$ cat src/hw/rtl/skak_pkg.sv
// Shared types, constants and helpers of the spherical k-means assign/accumulate block.
`default_nettype none
package skak_pkg;

  localparam int VAL_W  = 16;
  localparam int ACC_W  = 40;
  localparam int PROD_W = 32;
  localparam int COL_W  = 12;
  localparam int CL_W   = 4;

  localparam logic signed [ACC_W-1:0] ACC_MAX = {1'b0, {(ACC_W-1){1'b1}}};
  localparam logic signed [ACC_W-1:0] ACC_MIN = {1'b1, {(ACC_W-1){1'b0}}};

  // command codes
  typedef enum logic [1:0] {
    CMD_LOAD = 2'd0,
    CMD_SIM  = 2'd1,
    CMD_ACC  = 2'd2,
    CMD_READ = 2'd3
  } cmd_t;

  // result kinds
  localparam logic KIND_ROW = 1'b0;
  localparam logic KIND_SUM = 1'b1;

  // classified item passed from front to back
  typedef struct packed {
    cmd_t                    cmd;
    logic [COL_W-1:0]        column;
    logic [CL_W-1:0]         cluster;
    logic signed [VAL_W-1:0] value;
    logic                    last;
    logic                    prev_none;
    logic [CL_W-1:0]         prev;
    logic                    wr_center;  // in-range center load
    logic                    mac;        // similarity term to add
    logic                    acc;        // in-range accumulate
    logic                    rd_ok;      // in-range readout
    logic                    emit;       // item yields a result
  } item_t;

  // one result item
  typedef struct packed {
    logic                    kind;
    logic [CL_W-1:0]         best;
    logic                    moved;
    logic signed [ACC_W-1:0] sim;
    logic signed [ACC_W-1:0] sum;
  } result_t;

  // clamp a one-bit-grown sum to the 40-bit signed range
  function automatic logic signed [ACC_W-1:0] sat_acc(input logic signed [ACC_W:0] v);
    logic signed [ACC_W-1:0] r;
    if (v[ACC_W] != v[ACC_W-1]) begin
      r = v[ACC_W] ? ACC_MIN : ACC_MAX;
    end else begin
      r = v[ACC_W-1:0];
    end
    return r;
  endfunction

endpackage
`default_nettype wire

$ cat src/hw/rtl/skak_front.sv
// Front end: accepts input items and classifies them for the back end.
`default_nettype none
module skak_front #(
  parameter int NUM_CLUSTERS = 16,
  parameter int NUM_COLUMNS  = 4096
) (
  input  wire logic [1:0]                      command,
  input  wire logic [11:0]                     column,
  input  wire logic [3:0]                      cluster,
  input  wire logic signed [15:0]              value,
  input  wire logic                            last_of_row,
  input  wire logic                            element_present,
  input  wire logic signed [4:0]               previous_cluster,
  input  wire logic                            in_valid,
  output logic                                 in_ready,
  input  wire logic [$clog2(NUM_CLUSTERS+1)-1:0] nact,
  input  wire logic                            enable,
  input  wire logic                            q_full,
  output logic                                 push,
  output skak_pkg::item_t                      item
);
  logic col_ok;
  logic cl_ok;
  logic cl_act;
  skak_pkg::cmd_t cmd;

  assign in_ready = enable && !q_full;
  assign push     = in_valid && in_ready;

  // range checks
  assign col_ok = (17'(column) < 17'(NUM_COLUMNS));
  assign cl_ok  = (8'(cluster) < 8'(NUM_CLUSTERS));
  assign cl_act = (8'(cluster) < 8'(nact));
  assign cmd    = skak_pkg::cmd_t'(command);

  // decode
  always_comb begin
    item           = '0;
    item.cmd       = cmd;
    item.column    = column;
    item.cluster   = cluster;
    item.value     = value;
    item.last      = last_of_row;
    item.prev_none = previous_cluster[4];
    item.prev      = previous_cluster[3:0];
    unique case (cmd)
      skak_pkg::CMD_LOAD: item.wr_center = col_ok && cl_ok;
      skak_pkg::CMD_SIM: begin
        item.mac  = element_present && col_ok;
        item.emit = last_of_row;
      end
      skak_pkg::CMD_ACC:  item.acc = element_present && col_ok && cl_act;
      skak_pkg::CMD_READ: begin
        item.rd_ok = col_ok && cl_ok;
        item.emit  = 1'b1;
      end
      default: item = '0;
    endcase
  end
endmodule
`default_nettype wire

$ cat config.mk
export PLATFORM = sky130hd
export DESIGN_NAME = skak_front
export DESIGN_NICKNAME = d
export VERILOG_FILES = /design/src/hw/rtl/skak_pkg.sv /design/src/hw/rtl/skak_front.sv
export SDC_FILE = /design/constraint.sdc
export NUM_CORES = 1
export LEC_CHECK = 0
export BUFFER_PORTS_ARGS = -buffer_cell sky130_fd_sc_hd__buf_4
export CORE_MARGIN = 2
export CORE_UTILIZATION = 22
export DETAILED_ROUTE_END_ITERATION = 16
export GPL_TIMING_DRIVEN = 0
export PLACE_DENSITY = 0.82
export SYNTH_ARGS = -nofsm -noshare
export SYNTH_HDL_FRONTEND = slang
export SYNTH_SLANG_ARGS = --single-unit
$ cat constraint.sdc
create_clock -name vclk -period 0.9
set_input_delay 0.18 -clock vclk [all_inputs]
set_output_delay 0.18 -clock vclk [all_outputs]
set_load 0.05 [all_outputs]
==> flow_metrics.tcl, run 1 <==
set metrics [dict create \
    outcome "finished with violations" \
    failed_checks "setup timing" \
    synthTopCellsByCount "buf_4 (40), ha_1 (3), inv_1 (3)" \
    fin_crit_sh_pct 137 \
    grt_use_met3_pct 3.70 \
    via_per_inst 3.71 \
    crit_chain "buf_4 > ha_4 > nand2_1 > o21ai_2 > a31oi_4 > buf_6" \
    die_w_um 48.4 \
    slowest_delay_ns 0.27 \
    post-route-util_pct 54.6 \
    port_buffers 63 \
    drv_slew 0 \
    syn_area_sq_um 433 \
    final_hold_viol_count 0 \
    setup_ws_ns -0.330 \
    rsz0062_at_grt "yes" \
    drt_iter0_drc 0 \
    hpwl_mm 1.44 \
    yosys-top-cells-area "buf_4 (69%), ha_1 (8.7%), nor2b_1 (2.9%)" \
    postRouteWirelength_mm 1.55 \
    dieArea_sq_um 2340 \
    leakage_uw 0.000587 \
    endpoint_kind "output port" \
    fillerInstances 186 \
    top_usage_layer "met2" \
    fin_cells 150 \
    vdd_drop_max_mv 0.374 \
    coreArea_sq_um 1900 \
    first_pass_iters 1 \
    synth_fp_nets 112 \
    nClkBuffers 0 \
    die_h_um 48.4 \
    postCtsSetupBuffers 0 \
    worst_slew_pin_slew_ns 0.154 \
    fmax_mhz 813 \
    use_met1_pct 11.4 \
    drive_gt1_share_pct 93.5 \
    ys_types 15 \
    maxCapViolations 0 \
    grt_pass1_vias 435 \
    yosys_warnings 0 \
    crit_arrival_ns 1.05 \
    min_period_ns 1.23 \
    num_vias 557 \
    area_growth_pct 140 \
    fp-row-count 16 \
    ios 96 \
    regArea_sq_um 0 \
    antenna_found_initial 0 \
    place_congestion 0.610 \
    num_antenna_cells 0 \
    yosys.area.top_type_share_pct 69.4 \
    critPathKind "input pin to output port" \
    tns_ns -0.330 \
    critPathRequiredTime_ns 0.72 \
    synthCells 60 \
    p_per_area_nw_per_um2 827 \
    seq_cells 0 \
    place_inst 150 \
    wl_per_cell_um 10.4 \
    grt_pass1_wl_mm 2.17 \
    slowest_stage "ha_4" \
    initial_core_util_pct 22.8 \
    grt_overflow 0 \
    setup_violations 1 \
    synth_top_cell_by_area "buf_4" \
    fin_nets 177 \
    syn_avg_cell_area_sq_um 7.22 \
    grt_use_total_pct 11.1 \
    yosysMostFrequentCell "buf_4" \
    start_kind "input pin" \
    multi_input_area_sq_um 185 \
    drc 0 \
    ys_seq_area_share_pct 0 \
    grt_max_degree 7 \
    crit_fanout 2 \
    grt_use_met2_pct 22.7 \
    relSlewSlack_pct 89.7 \
    worstHoldPathType "input pin to output port" \
    ant_nets 0 \
]
worst max-delay path, delay by kind of cell:
kind	cells	cell delay, ns
buffers and inverters	2	0.28
AND/OR/NAND/NOR	1	0.06
AO/OA/AOI/OAI	2	0.25
adder cells (fa/ha/maj)	1	0.27
routing by layer:
metal	up-vias	wire length (um)	share of wire, %
met1	227	536	35
met4	0	0	0
li1	273	-	-
met2	57	775	50
met5	-	0	0
met3	0	240	15
cells by family (layout without fill, tap and decap cells):
kind of cell / Yosys count / in the layout / synth area share [%]
buf+inv: 44 / 107 / 72.8
simple gates: 8 / 8 / 11.0
compound gates: 5 / 5 / 7.51
fa+ha+maj: 3 / 3 / 8.67
layout by cell type (no fill, tap or decap), drive strengths merged:
master  instances
nor2b           2
inv             3
a21oi           1
o21ai           1
nand2           2
a211o           1
buf           103
o21a            1
nor2            1
a31oi           1
clkinv          1
ha              3
and2            2
and3b           1
stage by stage:
step,instance area [sq um],hold slack [ns],worst slack [ns],power (uW)
after global routing,1040,0.617,-0.377,890
after global placement,1010,0.614,-0.418,836
final,1040,0.614,-0.330,859
after CTS,1030,0.614,-0.332,856
after floorplan,502,0.420,-0.277,603
after detailed placement,1010,0.615,-0.426,845
timing repair:
item | in CTS | in global routing
gates resized for setup | 6 | 1
pin swaps | 2 | 0
endpoints found under the setup margin | 3 | 1
gates cloned | 0 | 0
hold buffers | 0 | 0
final timing paths:
kind | end | slack [ns] | from | cells after the start
setup / recovery | item[2] | -0.33 | cluster[2] | 6
hold / removal | item[17] | 0.61 | value[6] | 2
area by class of cell:
cell class	instances	share of cell area, %
inverter	4	2.65
buffer	40	28.9
tap	27	3.25
timing repair buffer	63	47.3
multi-input combinational	16	17.8
power breakdown:
part	switching (uW)	total, uW	internal [uW]
clock network	0	0	0
logic	517	859	342
registers	0	0	0
Note: power is estimated with default switching activity, not from simulation.
==> run 2, diff against run 1 <==
Settings changed: ABC_AREA set to 1, CORE_UTILIZATION 22 to 23, SLEW_MARGIN set to 0.
==> run 2 against run 1 <==
Compared with the run above: the flow still finishes with violations (setup timing); synthesized cell count up 23%; via count increased by 7.0%; cell count increased by 9.3%; non-clock buffer count stayed put; total power up 0.53%; first-iteration DRC count is 2 higher; synthesized area is 6.1% higher; routed wire length down 4.4%; critical path depth is 3 higher; count of clock-buffer cells in the layout is the same.
==> flow_metrics.tcl, run 2 <==
set metrics [dict create \
    slowest_delay_ns 0.25 \
    crit_arrival_ns 1.00 \
    p_per_area_nw_per_um2 808 \
    first_pass_iters 2 \
    post-route-util_pct 55.6 \
    nClkBuffers 0 \
    grt_use_total_pct 11.6 \
    port_buffers 63 \
    drt_iter0_drc 2 \
    setup_violations 1 \
    p_total_uw 863 \
    hpwl_mm 1.42 \
    initial_core_util_pct 23.9 \
    wl_per_cell_um 9.05 \
    layout_common_cells "buf_4 (98), nand2_1 (9), inv_1 (6)" \
    via_per_inst 3.63 \
    cp-startpoint "nact[3]" \
    fin_nets 191 \
    crit_top_cell "nor2_4" \
    grt_pass1_vias 570 \
    drive_gt1_share_pct 86.1 \
    rsz0062_at_grt "yes" \
    die_w_um 48.7 \
    grt_pass1_wl_mm 2.30 \
    ys_types 7 \
    grt_overflow 0 \
    place_congestion 0.747 \
    regArea_sq_um 0 \
    grt_max_degree 7 \
    antenna_found_initial 0 \
    synth_fp_nets 126 \
    dieArea_sq_um 2370 \
    area_growth_pct 133 \
    slowest_stage "ha_4" \
    leakage_uw 0.000627 \
    num_antenna_cells 0 \
    postRouteWirelength_mm 1.48 \
    setup_ws_ns -0.281 \
    outcome "finished with violations" \
    yosys.area.top_type_share_pct 65.4 \
    failed_checks "setup timing" \
    fmax_mhz 847 \
    ant_nets 0 \
    worstHoldPathType "input pin to output port" \
    crit_fanout 2 \
    start_kind "input pin" \
    syn_avg_cell_area_sq_um 6.21 \
    tns_ns -0.281 \
    yosys_warnings 0 \
    critPathKind "input pin to output port" \
    fp-row-count 16 \
    crit_cells 9 \
    syn_area_sq_um 459 \
    final_hold_viol_count 0 \
    seq_cells 0 \
    vdd_drop_max_mv 0.443 \
    die_h_um 48.7 \
    worst_slew_pin_slew_ns 0.148 \
    endpoint_kind "output port" \
    fin_hold_ws_ns 0.614 \
    crit_chain "buf_6 > inv_4 > ha_4 > inv_2 > nor2_4 > nand2_2 > nor2_4 > nor2_4 > buf_6" \
    min_period_ns 1.18 \
    synthTopCellsByCount "buf_4 (40), nand2_1 (11), inv_1 (10)" \
    ios 96 \
    coreArea_sq_um 1920 \
    fillerInstances 181 \
    dpl_worst_slack_ns -0.440 \
    yosysMostFrequentCell "buf_4" \
    crit_family "buffers and inverters" \
    ys_seq_area_share_pct 0 \
    synth_top_cell_by_area "buf_4" \
    num_vias 596 \
    yosys-top-cells-area "buf_4 (65%), nand2_1 (9.0%), ha_1 (8.2%)" \
    drc 0 \
    fin_crit_sh_pct 131 \
    crit_path_end "item[2]" \
    maxCapViolations 0 \
    synthCells 74 \
    mostFrequentLayoutCell "buf_4" \
    critPathRequiredTime_ns 0.72 \
    relSlewSlack_pct 90.1 \
    drv_slew 0 \
    cp.buffers_inverters 4 \
]
run 2: cell types whose count changed in the layout (fill, tap and decap cells not counted), sizes merged, moves of 2 or more:
cell   change
nand2      +9
inv        +7
nor2       +7
and2       -2
nor2b      -2
run 2: final cells by class:
class                      instances  area [sq um]  area share, %
timing repair buffer              63           495           46.4
multi-input combinational         24           186           17.4
tap                               27          33.8           3.16
buffer                            40           300           28.1
inverter                          10          52.6           4.92
run 2: logic make-up after synthesis:
kind of cell | synth area share [%]
buf+inv | 73.6
simple gates | 18.3
fa+ha+maj | 8.18
run 2: worst min-delay path by stage:
stage                        start  endpoint  slack [ns]  cells past startpoint
2_1_floorplan           command[1]   item[4]        0.45                      1
3_3_place_gp             column[6]  item[37]        0.61                      2
3_5_place_dp   previous_cluster[4]   item[9]        0.61                      2
4_1_cts        previous_cluster[4]   item[9]        0.61                      2
5_1_grt                   value[5]  item[16]        0.62                      2
6_report       previous_cluster[4]   item[9]        0.61                      2
run 2: per-stage QoR:
stage | std cells | instance area (sq um)
after floorplan | 74 | 522
after global placement | 164 | 1030
after detailed placement | 164 | 1030
after CTS | 164 | 1040
after global routing | 164 | 1070
final | 164 | 1070
run 2: power by group:
part | switching, uW | internal [uW]
Sequential | 0 | 0
Clock | 0 | 0
Combinational | 528 | 335
Total | 528 | 335
run 2: repair_timing:
| item | in CTS | in global routing |
|---|---|---|
| resized for setup | 6 | 7 |
| pin swaps | 5 | 3 |
| setup endpoints to repair | 1 | 2 |
| hold buffers | 0 | 0 |
| buffers inserted | 0 | 0 |
run 2: per-layer routing:
layer | track usage, % | share of wire, % | vias up
li1 | - | - | 304
met1 | 12.0 | 29 | 248
met2 | 23.5 | 57 | 44
met3 | 3.70 | 14 | 0
met4 | 0 | 0 | 0
met5 | 0 | 0 | -
==> run 3, diff against run 2 <==
Settings changed: ABC_AREA 1 to not set, CORE_UTILIZATION 23 to 25, PLACE_DENSITY 0.82 to 0.88.
Clock period 0.9 ns to 1.2 ns, I/O delays scaled along.
==> run 3 against run 2 <==
Compared with the run above: the flow still finishes with violations (setup timing); sequential cell count is the same; first-iteration DRC count is the same; total power shrank 26%; sequential share of layout area is the same; global-route usage grew 0.16 points; routed wire length shrank 3.1%; final area shrank 6.4%; count of clock-buffer cells in the layout is the same; critical path depth shrank 3; cell count shrank 15%; setup slack gained 0.12 ns; worst hold slack gained 0.12 ns; critical path type unchanged.
==> flow_metrics.tcl, run 3 (synthesis results as in run 1) <==
set metrics [dict create \
    outcome "finished with violations" \
    failed_checks "setup timing" \
    seq_cells 0 \
    p_per_area_nw_per_um2 635 \
    grt_pass1_wl_mm 1.87 \
    min_period_ns 1.36 \
    layout_common_cells "buf_4 (100), buf_6 (3), and2_2 (2), ha_4 (2)" \
    grt_pass1_vias 480 \
    grt_use_total_pct 11.7 \
    antenna_found_initial 0 \
    mostFrequentLayoutCell "buf_4" \
    fillerInstances 144 \
    postCtsSetupBuffers 0 \
    fp-row-count 15 \
    crit_arrival_ns 1.12 \
    area_growth_pct 131 \
    drv_slew 0 \
    die_w_um 45.6 \
    die_h_um 45.6 \
    port_buffers 63 \
    fin_hold_ws_ns 0.734 \
    initial_core_util_pct 25.9 \
    num_antenna_cells 0 \
    drc 0 \
    grt_max_degree 7 \
    slowest_delay_ns 0.29 \
    ant_nets 0 \
    tns_ns -0.159 \
    wl_met3_um 327 \
    postRouteWirelength_mm 1.44 \
    endpoint_kind "output port" \
    ios 96 \
    wl_per_cell_um 10.3 \
    crit_chain "buf_4 > ha_1 > nand2_2 > o21ai_2 > a31oi_4 > buf_6" \
    rsz0062_at_grt "yes" \
    num_vias 570 \
    maxCapViolations 0 \
    worst_slew_pin_slew_ns 0.173 \
    drt_iter0_drc 2 \
    critPathRequiredTime_ns 0.96 \
    start_kind "input pin" \
    grt_overflow 0 \
    routed.top_layer "met3" \
    coreArea_sq_um 1670 \
    setup_violations 1 \
    hpwl_mm 1.32 \
    vdd_drop_max_mv 0.343 \
    crit_fanout 2 \
    worstHoldPathType "input pin to output port" \
    relSlewSlack_pct 88.4 \
    fin_crit_sh_pct 113 \
    fin_nets 177 \
    drive_gt1_share_pct 93.5 \
    dpl_cell_area_sq_um 951 \
    dieArea_sq_um 2080 \
    critPathKind "input pin to output port" \
    leakage_uw 0.000581 \
    place_congestion 0.626 \
    fmax_mhz 736 \
    design_area_sq_um 1000 \
    slowest_stage "ha_1" \
    nClkBuffers 0 \
    regArea_sq_um 0 \
    setup_ws_ns -0.159 \
    final_hold_viol_count 0 \
    drt-met1-wl_um 339 \
    routed-wl-met2_um 771 \
    first_pass_iters 3 \
    via_per_inst 4.07 \
]
run 3: cell count changes in the layout (fill, tap and decap cells not counted), sizes merged, moves of 2 or more:
cell   delta
and2      +2
nand2     -9
inv       -7
nor2b     +2
nor2      -7
run 3: per-layer routing:
| metal | vias up | global-route usage, % |
|---|---|---|
| li1 | 274 | - |
| met1 | 235 | 10.4 |
| met2 | 61 | 25.4 |
| met3 | 0 | 4.37 |
| met4 | 0 | 0 |
| met5 | - | 0 |
run 3: per-stage QoR:
| step | utilization (%) | power [uW] | cells | setup slack (ns) |
|---|---|---|---|---|
| global placement | 56.9 | 608 | 140 | -0.282 |
| floorplan | - | 439 | 60 | -0.145 |
| finish | 59.9 | 635 | 140 | -0.159 |
| CTS | 59.7 | 636 | 140 | -0.169 |
| global route | 59.9 | 663 | 140 | -0.189 |
| detailed placement | 56.9 | 616 | 140 | -0.304 |
run 3: worst paths after layout:
path	endpoint	startpoint	cells after the start
min	item[5]	previous_cluster[0]	2
max	item[2]	cluster[1]	6
run 3: layout make-up:
cell class / count / area [sq um] / area share, %
tap: 17 / 21.3 / 2.13
timing repair buffer: 63 / 484 / 48.4
buffer: 40 / 300 / 30.0
inverter: 4 / 17.5 / 1.75
multi-input combinational: 16 / 176 / 17.6
run 3: power by group:
part	internal [uW]	leakage, uW	total (uW)	switching, uW
logic	251	0.000581	635	384
registers	0	0	0	0
clock network	0	0	0	0
run 3: worst max-delay path: cells and delay by family:
family	cells	cell delay [ns]
AO/OA/AOI/OAI	2	0.26
buffers and inverters	2	0.28
AND/OR/NAND/NOR	1	0.05
adder cells (fa/ha/maj)	1	0.29
run 3: timing repair:
action | 4_1_cts | 5_1_grt
resized for setup | 11 | 1
pin swaps | 2 | 0
hold buffers | 0 | 0
endpoints found under the setup margin | 1 | 1
