**config.mk**
```make
export PLATFORM = sky130hd
export DESIGN_NAME = skak_fifo
export DESIGN_NICKNAME = d
export VERILOG_FILES = /design/src/hw/rtl/skak_fifo.sv
export SDC_FILE = /design/constraint.sdc
export NUM_CORES = 1
export LEC_CHECK = 0
export CORE_MARGIN = 2
export CORE_UTILIZATION = 50
export DETAILED_ROUTE_END_ITERATION = 8
export DONT_BUFFER_PORTS = 1
export REMOVE_ABC_BUFFERS = 1
export SKIP_CTS_REPAIR_TIMING = 1
export SLEW_MARGIN = 20
export SYNTH_ARGS = -nofsm -noshare
export SYNTH_HDL_FRONTEND = slang
export SYNTH_SLANG_ARGS = --single-unit
```
**constraint.sdc**
```tcl
create_clock -name clk -period 4.05 [get_ports clk]
set_clock_uncertainty 0.2 [all_clocks]
set_input_delay 0.81 -clock clk [delete_from_list [all_inputs] [get_ports clk]]
set_output_delay 0.81 -clock clk [all_outputs]
set_load 0.05 [all_outputs]
```
**src/hw/rtl/skak_fifo.sv**
```systemverilog
// Small register FIFO used for the item queue and the result queue.
`default_nettype none
module skak_fifo #(
  parameter int WIDTH = 8,
  parameter int DEPTH = 4
) (
  input  wire logic                   clk,
  input  wire logic                   rst,
  input  wire logic                   push,
  input  wire logic [WIDTH-1:0]       wdata,
  input  wire logic                   pop,
  output logic [WIDTH-1:0]            rdata,
  output logic                        empty,
  output logic                        full,
  output logic [$clog2(DEPTH):0]      count
);
  localparam int AW = $clog2(DEPTH);

  logic [WIDTH-1:0] mem [DEPTH];
  logic [AW-1:0]    wptr;
  logic [AW-1:0]    rptr;

  assign empty = (count == '0);
  assign full  = (count == (AW+1)'(DEPTH));
  assign rdata = mem[rptr];

  // storage
  always_ff @(posedge clk) begin
    if (push) begin
      mem[wptr] <= wdata;
    end
  end

  // pointers and fill count
  always_ff @(posedge clk) begin
    if (rst) begin
      wptr  <= '0;
      rptr  <= '0;
      count <= '0;
    end else begin
      if (push) wptr <= wptr + 1'b1;
      if (pop)  rptr <= rptr + 1'b1;
      count <= count + (AW+1)'(push) - (AW+1)'(pop);
    end
  end
endmodule
`default_nettype wire

```
==> impl_summary.md, run 1 <==
Clock network
The insertion delay of the later-clocked pin in the worst-skew pair is 330 ps. The H-tree depth is 2. The clock-pin slew on the worst setup and hold paths is 100 ps.

The root buffer cell is sky130_fd_sc_hd__clkbuf_4. Buffers inserted during clock tree synthesis total 5. The tree built by TritonCTS fans out to 41 sinks. The clock tree from TritonCTS is built.

The longest clock path from root to sink contains 2 buffers.

STA
Setup violations remaining at the end of the flow were counted as 0. Setup repair after global routing left no endpoint under its margin. For this run, the top clock speed supported by timing is 0.359 GHz. The number of hold violations in the final report was 0. The number of pins exceeding their max-slew limit in the final report is 0. Subtracting the final worst setup slack from the clock period gives 2780 ps. Adding up every negative setup slack in the final design gives 0 ps. The transition time at the pin with the least slew margin is 605 ps. The fraction of the cycle the final worst path needs is 68.7%. The headroom to the max-slew limit is 59.6%.

Global route
The total global routing track utilization is 15.4%. The total overflow left after global routing is 0. The initial antenna violation count is 0. The first global-routing pass estimated 3.71 mm of wire. Entering global routing, the biggest net connects 13 pins. The via count of the first global-routing pass came to 733.

Placement
The routability congestion estimate is 0.701. The post-DP HPWL is 1.57 mm. The count of buffers added on input and output ports is 0.

The post-placement cell area is 1640 um^2.

Synth
By area, the combinational part of the netlist is dominated by multiplexers. The share of Yosys cell area claimed by the top area cell type is 60.2%. The leading area contributor after synthesis is sky130_fd_sc_hd__edfxtp_1. The synthesized design contains 32 enable-type register cells.

Sequential elements use 71.5% of the synthesized area. The number of different library cells in the post-synthesis netlist is 19. Summing the areas of all compound-gate instances in the mapped netlist gives 0.940% of the synthesized area. In the synthesized netlist the async set-or-reset flop fraction comes to 0%. The synthesized netlist devotes 4.70% of its cell area to simple gates.

The count of mapped cells out of synthesis is 84. Among all cell types in the netlist, the one instantiated most often is sky130_fd_sc_hd__edfxtp_1. The total standard cell area after synthesis is 1600 um^2.

The share of the synthesized netlist area taken by xor and xnor gates is 2.59%. The mean instance size in the synthesized netlist is 19.0 um^2. By area the synthesized netlist is led by sky130_fd_sc_hd__edfxtp_1 (60%), sky130_fd_sc_hd__dfxtp_1 (11%), sky130_fd_sc_hd__mux4_2 (11%). After synthesis the netlist holds a flip-flop and latch count of 41. The portion of synthesized area spent on multiplexers is 11.9%.

Of the total synthesized cell area, the portion taken by full adders, half adders and majority gates is 5.96%. The most used flip-flop cell after synthesis is sky130_fd_sc_hd__edfxtp_1. Counting instances in the post-synthesis netlist gives the leading cell types as sky130_fd_sc_hd__edfxtp_1 (32), sky130_fd_sc_hd__dfxtp_1 (9), sky130_fd_sc_hd__mux4_2 (8), sky130_fd_sc_hd__ha_1 (6), sky130_fd_sc_hd__inv_1 (6).

The Yosys step of the flow raised 0 warnings.

Setup path
The signal on the critical path passes through mux4_2. The worst register-to-register path ends at count[2]. The count of buffering cells on the critical path with inverters included is 0. Along the worst path, the maximum fanout reaches 8. The number of cells traversed by the worst register-to-register path is 7. In this run the critical register-to-register path is launched from count[0]. The data required time of the worst path is 3040 ps. The arrival time at the worst endpoint is 1770 ps.

STA classifies the critical path startpoint as a flip-flop. For this run, the slowest stage of the critical path takes 750 ps. The type of the worst setup path is flip-flop to primary output. The slowest stage cell on the critical path is sky130_fd_sc_hd__mux4_2. In this design, the largest share of critical-path delay is due to multiplexers.

The worst-case register-to-register setup slack is 1840 ps. The category of the worst setup path capture point is a primary output.

Route
The count of unresolved DRC violations after routing is 0. After detailed routing, the number of vias per cell comes to 5.19. In this run the remaining antenna-violating nets after routing total 0. For this block, the routed nets add up to 2.34 mm of wire. The number of violations reported at the end of detailed-routing iteration 0 is 18. The routed length per instance is 17.5 um. The routed via count is 696.

The first TritonRoute pass finished after 4 iterations.

Floorplan
The overall die width is 60.5 um. The floorplan step defined a die boundary enclosing 3660 um^2. The number of top-level pins is 25.

In this run the core area contains 20 standard-cell rows. The core area is 3050 um^2. The vertical extent of the die is 60.5 um.

The starting utilization of the core area is 52.3%.

Cells and area
The count of nets after finishing is 109. The proportion of layout cells with a drive suffix above 1 is 17.8%. The final design utilization is 55.3%. 0 antenna diodes ended up in the layout.

After routing the design area is 1690 um^2. The layout overhead on the synthesized area is 5.80%.

Pwr
The power per standard cell area is 522 nW/um^2. The share of total power dissipated in combinational logic is 18.5%. The clock network accounts for 20.8% of the total power.

The switching part of the total power is 31.2%. The internal power summed over all cells is 606 uW. The leakage power is 0.000578 uW. The switching power summed over all nets is 275 uW.

Sequential cells account for 60.7% of the total power. The peak ir drop on the vdd network is 0.000191 V.

Outcome
The flow ran to the end, and the final reports show no timing, DRC or antenna violations.

Hold path
The path with the worst hold slack has its endpoint at wptr[0]. The number of stages on the worst hold path is 1. The tightest min-delay check is of the input pin to flip-flop type. The startpoint identified for the worst hold timing path is rst.

Flow run
The number of violations of the max-capacitance limit is 0.
-- through the flow --
step	cells	total power (uW)	worst slack, ps	hold slack [ps]
5_1_grt	134	923	1120	295
2_1_floorplan	82	683	1390	292
3_5_place_dp	127	710	1580	321
4_1_cts	134	893	1190	307
3_3_place_gp	127	705	1600	313
6_report	134	881	1270	329
-- sequential cells by signal (all words and copies together), names as in the netlist, named ones only --
name	count
count	3
wptr	2
mem	32
rptr	2
-- power by group through the flow --
| stage | Combinational (uW) | Clock (uW) | Sequential, uW |
|---|---|---|---|
| detailed placement | 164 | 0 | 546 |
| global route | 176 | 209 | 539 |
| floorplan | 145 | 0 | 538 |
| global placement | 160 | 0 | 545 |
| finish | 163 | 184 | 535 |
| CTS | 165 | 192 | 536 |
-- layer usage --
metal	vias up	global-route usage [%]	share of wire [%]
met3	6	7.25	5.8
met1	351	19.3	44
met5	-	0	0
met4	0	7.45	1.9
met2	17	22.8	48
li1	322	-	-
-- final cells by class --
cell class	count	area (um^2)
fillers	266	1360
flip-flops and latches	41	1140
multi-input cells	35	417
well taps	44	55.1
clock buffers	6	41.3
inverters	6	22.5
repair buffers	1	7.51
clock inverters	1	5.00
-- cells in the final DEF (no fill, tap or decap) --
cell type / Yosys / layout
sky130_fd_sc_hd__mux4_2: 8 / 8
sky130_fd_sc_hd__nand3b_1: 1 / 1
sky130_fd_sc_hd__nor2b_1: 2 / 2
sky130_fd_sc_hd__clkbuf_1: 0 / 1
sky130_fd_sc_hd__clkinv_2: 0 / 1
sky130_fd_sc_hd__mux2i_1: 1 / 1
sky130_fd_sc_hd__edfxtp_1: 32 / 32
sky130_fd_sc_hd__and2_1: 4 / 4
sky130_fd_sc_hd__xnor2_1: 2 / 2
sky130_fd_sc_hd__a21bo_2: 1 / 1
sky130_fd_sc_hd__ha_1: 6 / 6
sky130_fd_sc_hd__inv_1: 6 / 6
sky130_fd_sc_hd__nor2_1: 5 / 5
sky130_fd_sc_hd__nor3_1: 1 / 1
sky130_fd_sc_hd__fa_1: 1 / 1
sky130_fd_sc_hd__clkbuf_4: 0 / 5
sky130_fd_sc_hd__xor3_1: 1 / 1
sky130_fd_sc_hd__and3_1: 1 / 1
sky130_fd_sc_hd__buf_4: 0 / 1
sky130_fd_sc_hd__dfxtp_1: 9 / 9
sky130_fd_sc_hd__a21oi_1: 1 / 1
-- how the worst max path moves through the flow --
stage / from / to / cells past startpoint
4_1_cts: flip-flop / rdata[6] / 1
3_5_place_dp: flip-flop / rdata[6] / 1
3_3_place_gp: flip-flop / rdata[6] / 1
6_report: flip-flop / rdata[6] / 1
5_1_grt: flip-flop / rdata[6] / 1
2_1_floorplan: count[1] / empty / 1
-- cell families after synthesis --
kind of cell | count (synthesis)
fa+ha+maj | 7
mux | 9
simple gates | 14
buf+inv | 8
xor+xnor | 3
compound gates | 2
flops | 41
(Power assumes the default switching activity.)
==> run 2: changes to the inputs <==
ABC_AREA = 1   (was default)
PLACE_DENSITY = 0.68   (was default)
clock period = 2.2 ns   (was 4.05 ns; I/O delays follow)
==> run 2 against run 1 <==
Net effect: sequential power rose by 69%; combinational power rose to 3.0 times the previous value; critical path depth is 4 higher; synthesized cell count is 77% higher; design area up 24%; register-to-register slack got worse by 1400 ps; sequential share of layout area down 13 points.
==> impl_summary.md, run 2 <==
STA
The final critical path takes up 91.6% of the cycle. The total of endpoints with negative setup slack in the final report was 0 (unchanged). The post-route setup TNS is 0 ps (unchanged). The smallest clock period supported by the final layout is computed as 2010 ps. The number of hold violations in the final report is 0 (unchanged).

Setup repair after global routing left no endpoint under its margin. The headroom to the max-slew limit is 74.1% (+15 points). The transition time at the pin with the least slew margin is 388 ps (-217 ps).

The number of pins exceeding their max-slew limit in the final report is 0 (unchanged). The worst hold-check slack came to 82.3 ps (-247 ps). The maximum clock frequency is 0.496 GHz.

Synth
The share of Yosys cell area claimed by the top area cell type is 55.9% (-4.3 points). The share of synthesized area occupied by flip-flops and latches is 66.4% (-5.0 points). The count of mapped cells out of synthesis is 149 (+77%). The total standard cell area after synthesis is 1720 um^2 (+7.6%). Yosys attributes the largest share of cell area to sky130_fd_sc_hd__edfxtp_1 (56%), sky130_fd_sc_hd__dfxtp_1 (10%), sky130_fd_sc_hd__inv_1 (7.0%). The number of different library cells in the post-synthesis netlist was 16 (-3). The share of async-settable or async-resettable flops after synthesis came to 0% (unchanged). Ranked by instance count, the synthesized netlist is headed by sky130_fd_sc_hd__edfxtp_1 (32), sky130_fd_sc_hd__inv_1 (32), sky130_fd_sc_hd__nand2_1 (24), sky130_fd_sc_hd__a21oi_1 (13), sky130_fd_sc_hd__o21ai_0 (10).

The number of enable flip-flop cells after synthesis was 32 (unchanged). The mean instance size in the synthesized netlist is 11.5 um^2 (-39%). The register bit count reported by yosys is 41 (unchanged). The leading area contributor after synthesis is sky130_fd_sc_hd__edfxtp_1. The count of synthesis-stage warnings from yosys is 0 (unchanged). The most frequently used flop master after synthesis is sky130_fd_sc_hd__edfxtp_1.

Global route
The final global-route overflow total is 0 (unchanged). The first-pass GRT wire length is 4.61 mm (+24%). The total global routing track utilization came to 15.7% (+0.24 points). The largest net degree at the start of global routing is 33 (+20). The via count of the first global-routing pass is 1109 (+51%). The initial antenna violation count was 0 (unchanged).

Cells and area
The number of filler instances in the final layout is 262 (-1.5%). The area of all placed cells without fillers came to 2090 um^2 (+24%). The number of standard cells in the final layout excluding fillers is 223 (+66%).

The top register by number of flip-flops is mem. The count of nets after finishing is 195 (+79%). The number of flip-flops in the largest register is 32 (unchanged). The total inserted antenna cells is 0 (unchanged). The layout overhead on the synthesized area is 21.7%. The final design utilization is 63.2% (+7.8 points). The proportion of layout cells with a drive suffix above 1 was 13.0% (-4.8 points). In the final layout, the registers with the most flip-flops are mem (32), count (3). In the layout the commonest cells are sky130_fd_sc_hd__inv_1 (32), sky130_fd_sc_hd__edfxtp_1 (32), sky130_fd_sc_hd__nand2_1 (24), sky130_fd_sc_hd__a21oi_1 (13).

Setup path
The maximum fanout count along the critical path is 32 (+24). The last element of the critical path is rdata[4]. The type of the worst setup path is flip-flop to primary output. The critical path launch point type is a flip-flop. The worst-case register-to-register setup slack came to 480 ps (-1360 ps). The worst register-to-register path begins at count[0]. The total stage count of the critical path is 5 (+4). The reg-to-reg endpoint is count[2].

The count of buffering cells on the critical path with inverters included is 2 (+2). Grouping stages by cell kind, the critical path spends the most delay in buffers and inverters. The slowest stage cell on the critical path is sky130_fd_sc_hd__dfxtp_1. The number of cells traversed by the worst register-to-register path came to 8 (+1). The category of the worst setup path capture point is a primary output. Traced cell by cell, the critical path runs through buf_6, a21oi_1, o21ai_0, nand2_1, buf_12. The data required time of the worst path is 1560 ps (-1480 ps). The critical path's largest stage delay is 340 ps (-410 ps). The arrival time at the worst endpoint was 1370 ps (-400 ps).

Route
The count of unresolved DRC violations after routing is 0 (unchanged). The routed wire length is 2.71 mm (+16%). The final antenna-violating net count is 0 (unchanged). The number of violations reported at the end of detailed-routing iteration 0 was 25 (+7). The number of iterations in the first detailed-routing pass is 5 (+1).

The routed length per instance is 12.2 um (-30%). The routed via count is 1074 (+54%). The ratio of routed vias to standard cells is 4.82 (-7.3%).

Pwr
The peak ir drop on the vdd network was 0.000468 V (+140%). The leakage power came to 0.000880 uW (+52%). The power per standard cell area is 827 nW/um^2 (+59%).

Clock network
The clock net sink count is 41 (unchanged). The worst-case clock buffer depth came to 2 (unchanged). TritonCTS built the clock tree. The clock-pin slew on the worst setup and hold paths was 110 ps (about the same).

The cell sitting at the root of the clock tree is a sky130_fd_sc_hd__clkbuf_4. The clock buffer count from CTS is 5 (unchanged). The insertion delay of the later-clocked pin in the worst-skew pair came to 330 ps (about the same). The H-tree depth came to 2 (unchanged).

Placement
The post-placement cell area was 1940 um^2 (+18%). The routability congestion estimate is 0.773 (+10%). The post-DP HPWL is 1.89 mm (+20%). The quantity of I/O buffers inserted on ports is 0 (unchanged). The placed cell count was 205 (+61%).

Floorplan
The die area was 3920 um^2 (+7.1%). The starting utilization of the core area is 51.9% (-0.41 points). The core area is 3310 um^2 (+8.4%).

The number of placement rows is 21 (+5.0%). The overall die width came to 62.6 um (+3.5%). The number of top-level pins was 25 (unchanged).

The vertical extent of the die is 62.6 um (+3.5%).

Hold path
The worst hold-check path type is input pin to flip-flop. The number of stages on the worst hold path was 2 (+1).

Outcome
The flow ran to the end, and the final reports show no timing, DRC or antenna violations.

Flow run
The number of violations of the max-capacitance limit is 0 (unchanged).
[run 2: cells by family after synthesis]
group | count (synthesis) | share of synthesized area (%)
buffers and inverters | 37 | 10.1
AND/OR/NAND/NOR | 30 | 6.70
adder cells (fa/ha/maj) | 7 | 5.54
flip-flops | 41 | 66.4
AO/OA/AOI/OAI | 34 | 11.3
[run 2: routing by layer]
layer	GRT usage [%]	share of wire (%)	up-vias
li1	-	-	547
met1	15.4	42	504
met2	28.4	53	20
met3	7.39	4.1	3
met4	5.83	1.0	0
met5	0	0	-
[run 2: layout make-up]
type	count	area, um^2	area share (%)
flip-flops and latches	41	1140	54.6
inverters	32	120	5.75
clock inverters	2	10.0	0.479
clock buffers	6	41.3	1.97
well taps	46	57.6	2.75
repair buffers	25	317	15.1
multi-input cells	71	404	19.3
[run 2: stage by stage]
| step | power (uW) | worst slack [ps] |
|---|---|---|
| after floorplan | 1220 | -83.4 |
| after global placement | 1380 | 430 |
| after detailed placement | 1390 | 408 |
| after CTS | 1730 | 89.2 |
| after global routing | 1820 | 42.7 |
| final | 1730 | 186 |
[run 2: how the worst min path moves through the flow]
stage          startpoint         to
2_1_floorplan     rptr[1]  flip-flop
3_3_place_gp      rptr[1]    rptr[1]
4_1_cts               rst   count[1]
3_5_place_dp      rptr[0]    rptr[0]
6_report              pop    rptr[1]
5_1_grt              push    wptr[0]
[run 2: report_power, final]
group / switching (uW) / internal (uW) / total [uW]
sequential: 21.9 / 883 / 905
combinational: 310 / 179 / 489
clock: 214 / 122 / 336
==> run 3: changes to the inputs <==
CELL_PAD_IN_SITES_DETAIL_PLACEMENT = 0   (was default)
CELL_PAD_IN_SITES_GLOBAL_PLACEMENT = 1   (was default)
CORE_ASPECT_RATIO = 0.5   (was default)
CORE_UTILIZATION = 44   (was 50)
PLACE_DENSITY = default   (was 0.68)
PLACE_DENSITY_LB_ADDON = 0.1   (was default)
==> run 3 against run 2 <==
Net effect: sequential share of layout area grew 1.6 points; core utilization shrank 6.5 points; sequential power shrank 0.4%; first-iteration DRC count grew 36%; count of clock-buffer cells in the layout grew 2; via count shrank 7.2%; largest cell class unchanged; routed wire length shrank 7.0%; worst hold slack lost 59 ps; die area grew 14%; sequential cell count is the same.
==> impl_summary.md, run 3 (synthesized netlist as in run 2, its figures left out) <==
Setup path
The cell family contributing the most delay on the critical path is buffers and inverters. The critical path launch point type is a flip-flop. The maximum fanout count along the critical path came to 32 (unchanged). The most prevalent standard cell on the critical path is sky130_fd_sc_hd__nand2_1.

The slowest stage cell on the critical path is sky130_fd_sc_hd__dfxtp_1. STA classifies the critical path endpoint as a primary output. The arrival time at the worst endpoint is 1340 ps (-30 ps).

The type of the worst setup path is flip-flop to primary output. The data required time of the worst path was 1560 ps (about the same). The critical path goes through buf_4, nand2_1, o211ai_1, nand2_1, buf_12. The count of buffering cells on the critical path with inverters included was 2 (unchanged). The critical path's largest stage delay is 310 ps (-30 ps).

STA
The fraction of the cycle the final worst path needs is 90.2% (-1.4 points). The number of hold violations in the final report was 0 (unchanged). The post-route setup TNS is 0 ps (unchanged). The maximum clock frequency is 0.504 GHz (+1.6%). The headroom to the max-slew limit came to 73.7% (-0.36 points). The number of pins exceeding their max-slew limit in the final report is 0 (unchanged). The total of endpoints with negative setup slack in the final report is 0 (unchanged). Setup repair after global routing left no endpoint under its margin. The transition time at the pin with the least slew margin is 393 ps (+5.40 ps). The time the worst path needs with I/O delays and setup is 1980 ps (-30.8 ps). The worst hold-check slack is 22.9 ps (-59.5 ps).

Clock network
The clock net sink count is 41 (unchanged). The clock tree from TritonCTS is built. The insertion delay of the later-clocked pin in the worst-skew pair is 280 ps (-50 ps).

The root buffer cell chosen for the clock tree is sky130_fd_sc_hd__clkbuf_8. The clock buffer count from CTS is 5 (unchanged). The clock-pin slew on the worst setup and hold paths is 70 ps (-40 ps). The worst-case clock buffer depth is 2 (unchanged). The H-tree depth was 2 (unchanged).

Cells and area
Ranked by flip-flop count, first place goes to mem. The largest registers in the layout are mem (32), count (3). The proportion of layout cells with a drive suffix above 1 is 13.2% (+0.18 points).

The count of nets after finishing came to 185 (-5.1%). The total inserted antenna cells is 0 (unchanged). The layout overhead on the synthesized area is 18.3%. The library cells used most frequently in the layout, excluding fill and tap cells, are sky130_fd_sc_hd__inv_1 (32), sky130_fd_sc_hd__edfxtp_1 (32), sky130_fd_sc_hd__nand2_1 (24), sky130_fd_sc_hd__a21oi_1 (13), sky130_fd_sc_hd__o21ai_0 (10). The number of flip-flops in the largest register is 32 (unchanged).

Route
The routed via count is 997 (-7.2%). The number of violations reported at the end of detailed-routing iteration 0 is 34 (+36%). The count of unresolved DRC violations after routing came to 0 (unchanged). The final antenna-violating net count came to 0 (unchanged). The number of iterations in the first detailed-routing pass is 4 (-1). The routed length per instance came to 11.6 um (-4.9%). The routed wire length is 2.52 mm (-7.0%). The ratio of routed vias to standard cells is 4.57 (-5.0%).

Pwr
The total power after layout came to 1850 uW (+6.7%). The leakage power is 0.000851 uW (-3.3%). The power per standard cell area was 908 nW/um^2 (+9.8%). The peak ir drop on the vdd network came to 0.000659 V (+41%).

Global route
The via count of the first global-routing pass came to 926 (-17%). The final global-route overflow total is 0 (unchanged). The total global routing track utilization is 13.1% (-2.6 points). The first-pass GRT wire length is 4.13 mm (-10%). The initial antenna violation count is 0 (unchanged). The largest net degree at the start of global routing is 33 (unchanged).

Floorplan
The vertical extent of the die came to 48.2 um (-23%). The number of placement rows is 15 (-29%). The number of top-level pins came to 25 (unchanged).

The starting utilization of the core area is 47.9% (-4.0 points). The core area is 3580 um^2 (+8.3%). The overall die width is 92.4 um (+48%). The die area is 4450 um^2 (+14%).

Outcome
The flow ran to the end, and the final reports show no timing, DRC or antenna violations.

Placement
The routability congestion estimate is 0.676 (-13%). The post-DP HPWL is 1.70 mm (-9.7%). The quantity of I/O buffers inserted on ports is 0 (unchanged).

Flow run
The number of violations of the max-capacitance limit is 0 (unchanged).

Hold path
The min-delay analysis places its worst path in the category input pin to flip-flop.
## run 3: path summary, 6_finish.rpt
| kind | slack (ps) | from | cells past startpoint | endpoint |
|---|---|---|---|---|
| worst max-delay path | 220 | flip-flop | 5 | rdata[2] |
| worst min-delay path | 20 | rst | 1 | count[0] |
| worst max register to register | 500 | count[0] | 8 | count[2] |
| worst min register to register | 270 | rptr[1] | 2 | rptr[1] |
## run 3: metal layers
layer	part of all wire (%)	up-vias	wire length [um]	global-route usage [%]
met1	47	447	1180	14.9
met3	5.8	4	147	5.26
met2	46	20	1160	22.9
met4	1.5	0	37	6.27
li1	-	526	-	-
met5	0	-	0	0
## run 3: final cells by class
type / instances / area, um^2
Fill cell: 320 / 1550
Sequential cell: 41 / 1140
Multi-Input combinational cell: 71 / 404
Timing Repair Buffer: 15 / 213
Inverter: 32 / 120
Clock buffer: 8 / 90.1
Tap cell: 51 / 63.8
## run 3: metrics by stage
stage	area [um^2]	worst slack (ps)	util (%)	cells
6_report	2030	216	56.7	218
4_1_cts	2030	196	56.7	218
3_5_place_dp	1940	427	54.2	210
5_1_grt	2030	54.4	56.7	218
2_1_floorplan	1670	-83.4	-	144
3_3_place_gp	1940	425	54.2	210
## run 3: where the power goes
group | internal, uW | switching, uW | leakage (uW)
Clock | 255 | 223 | 0.0000455
Sequential | 884 | 17.3 | 0.000369
Combinational | 165 | 300 | 0.000436
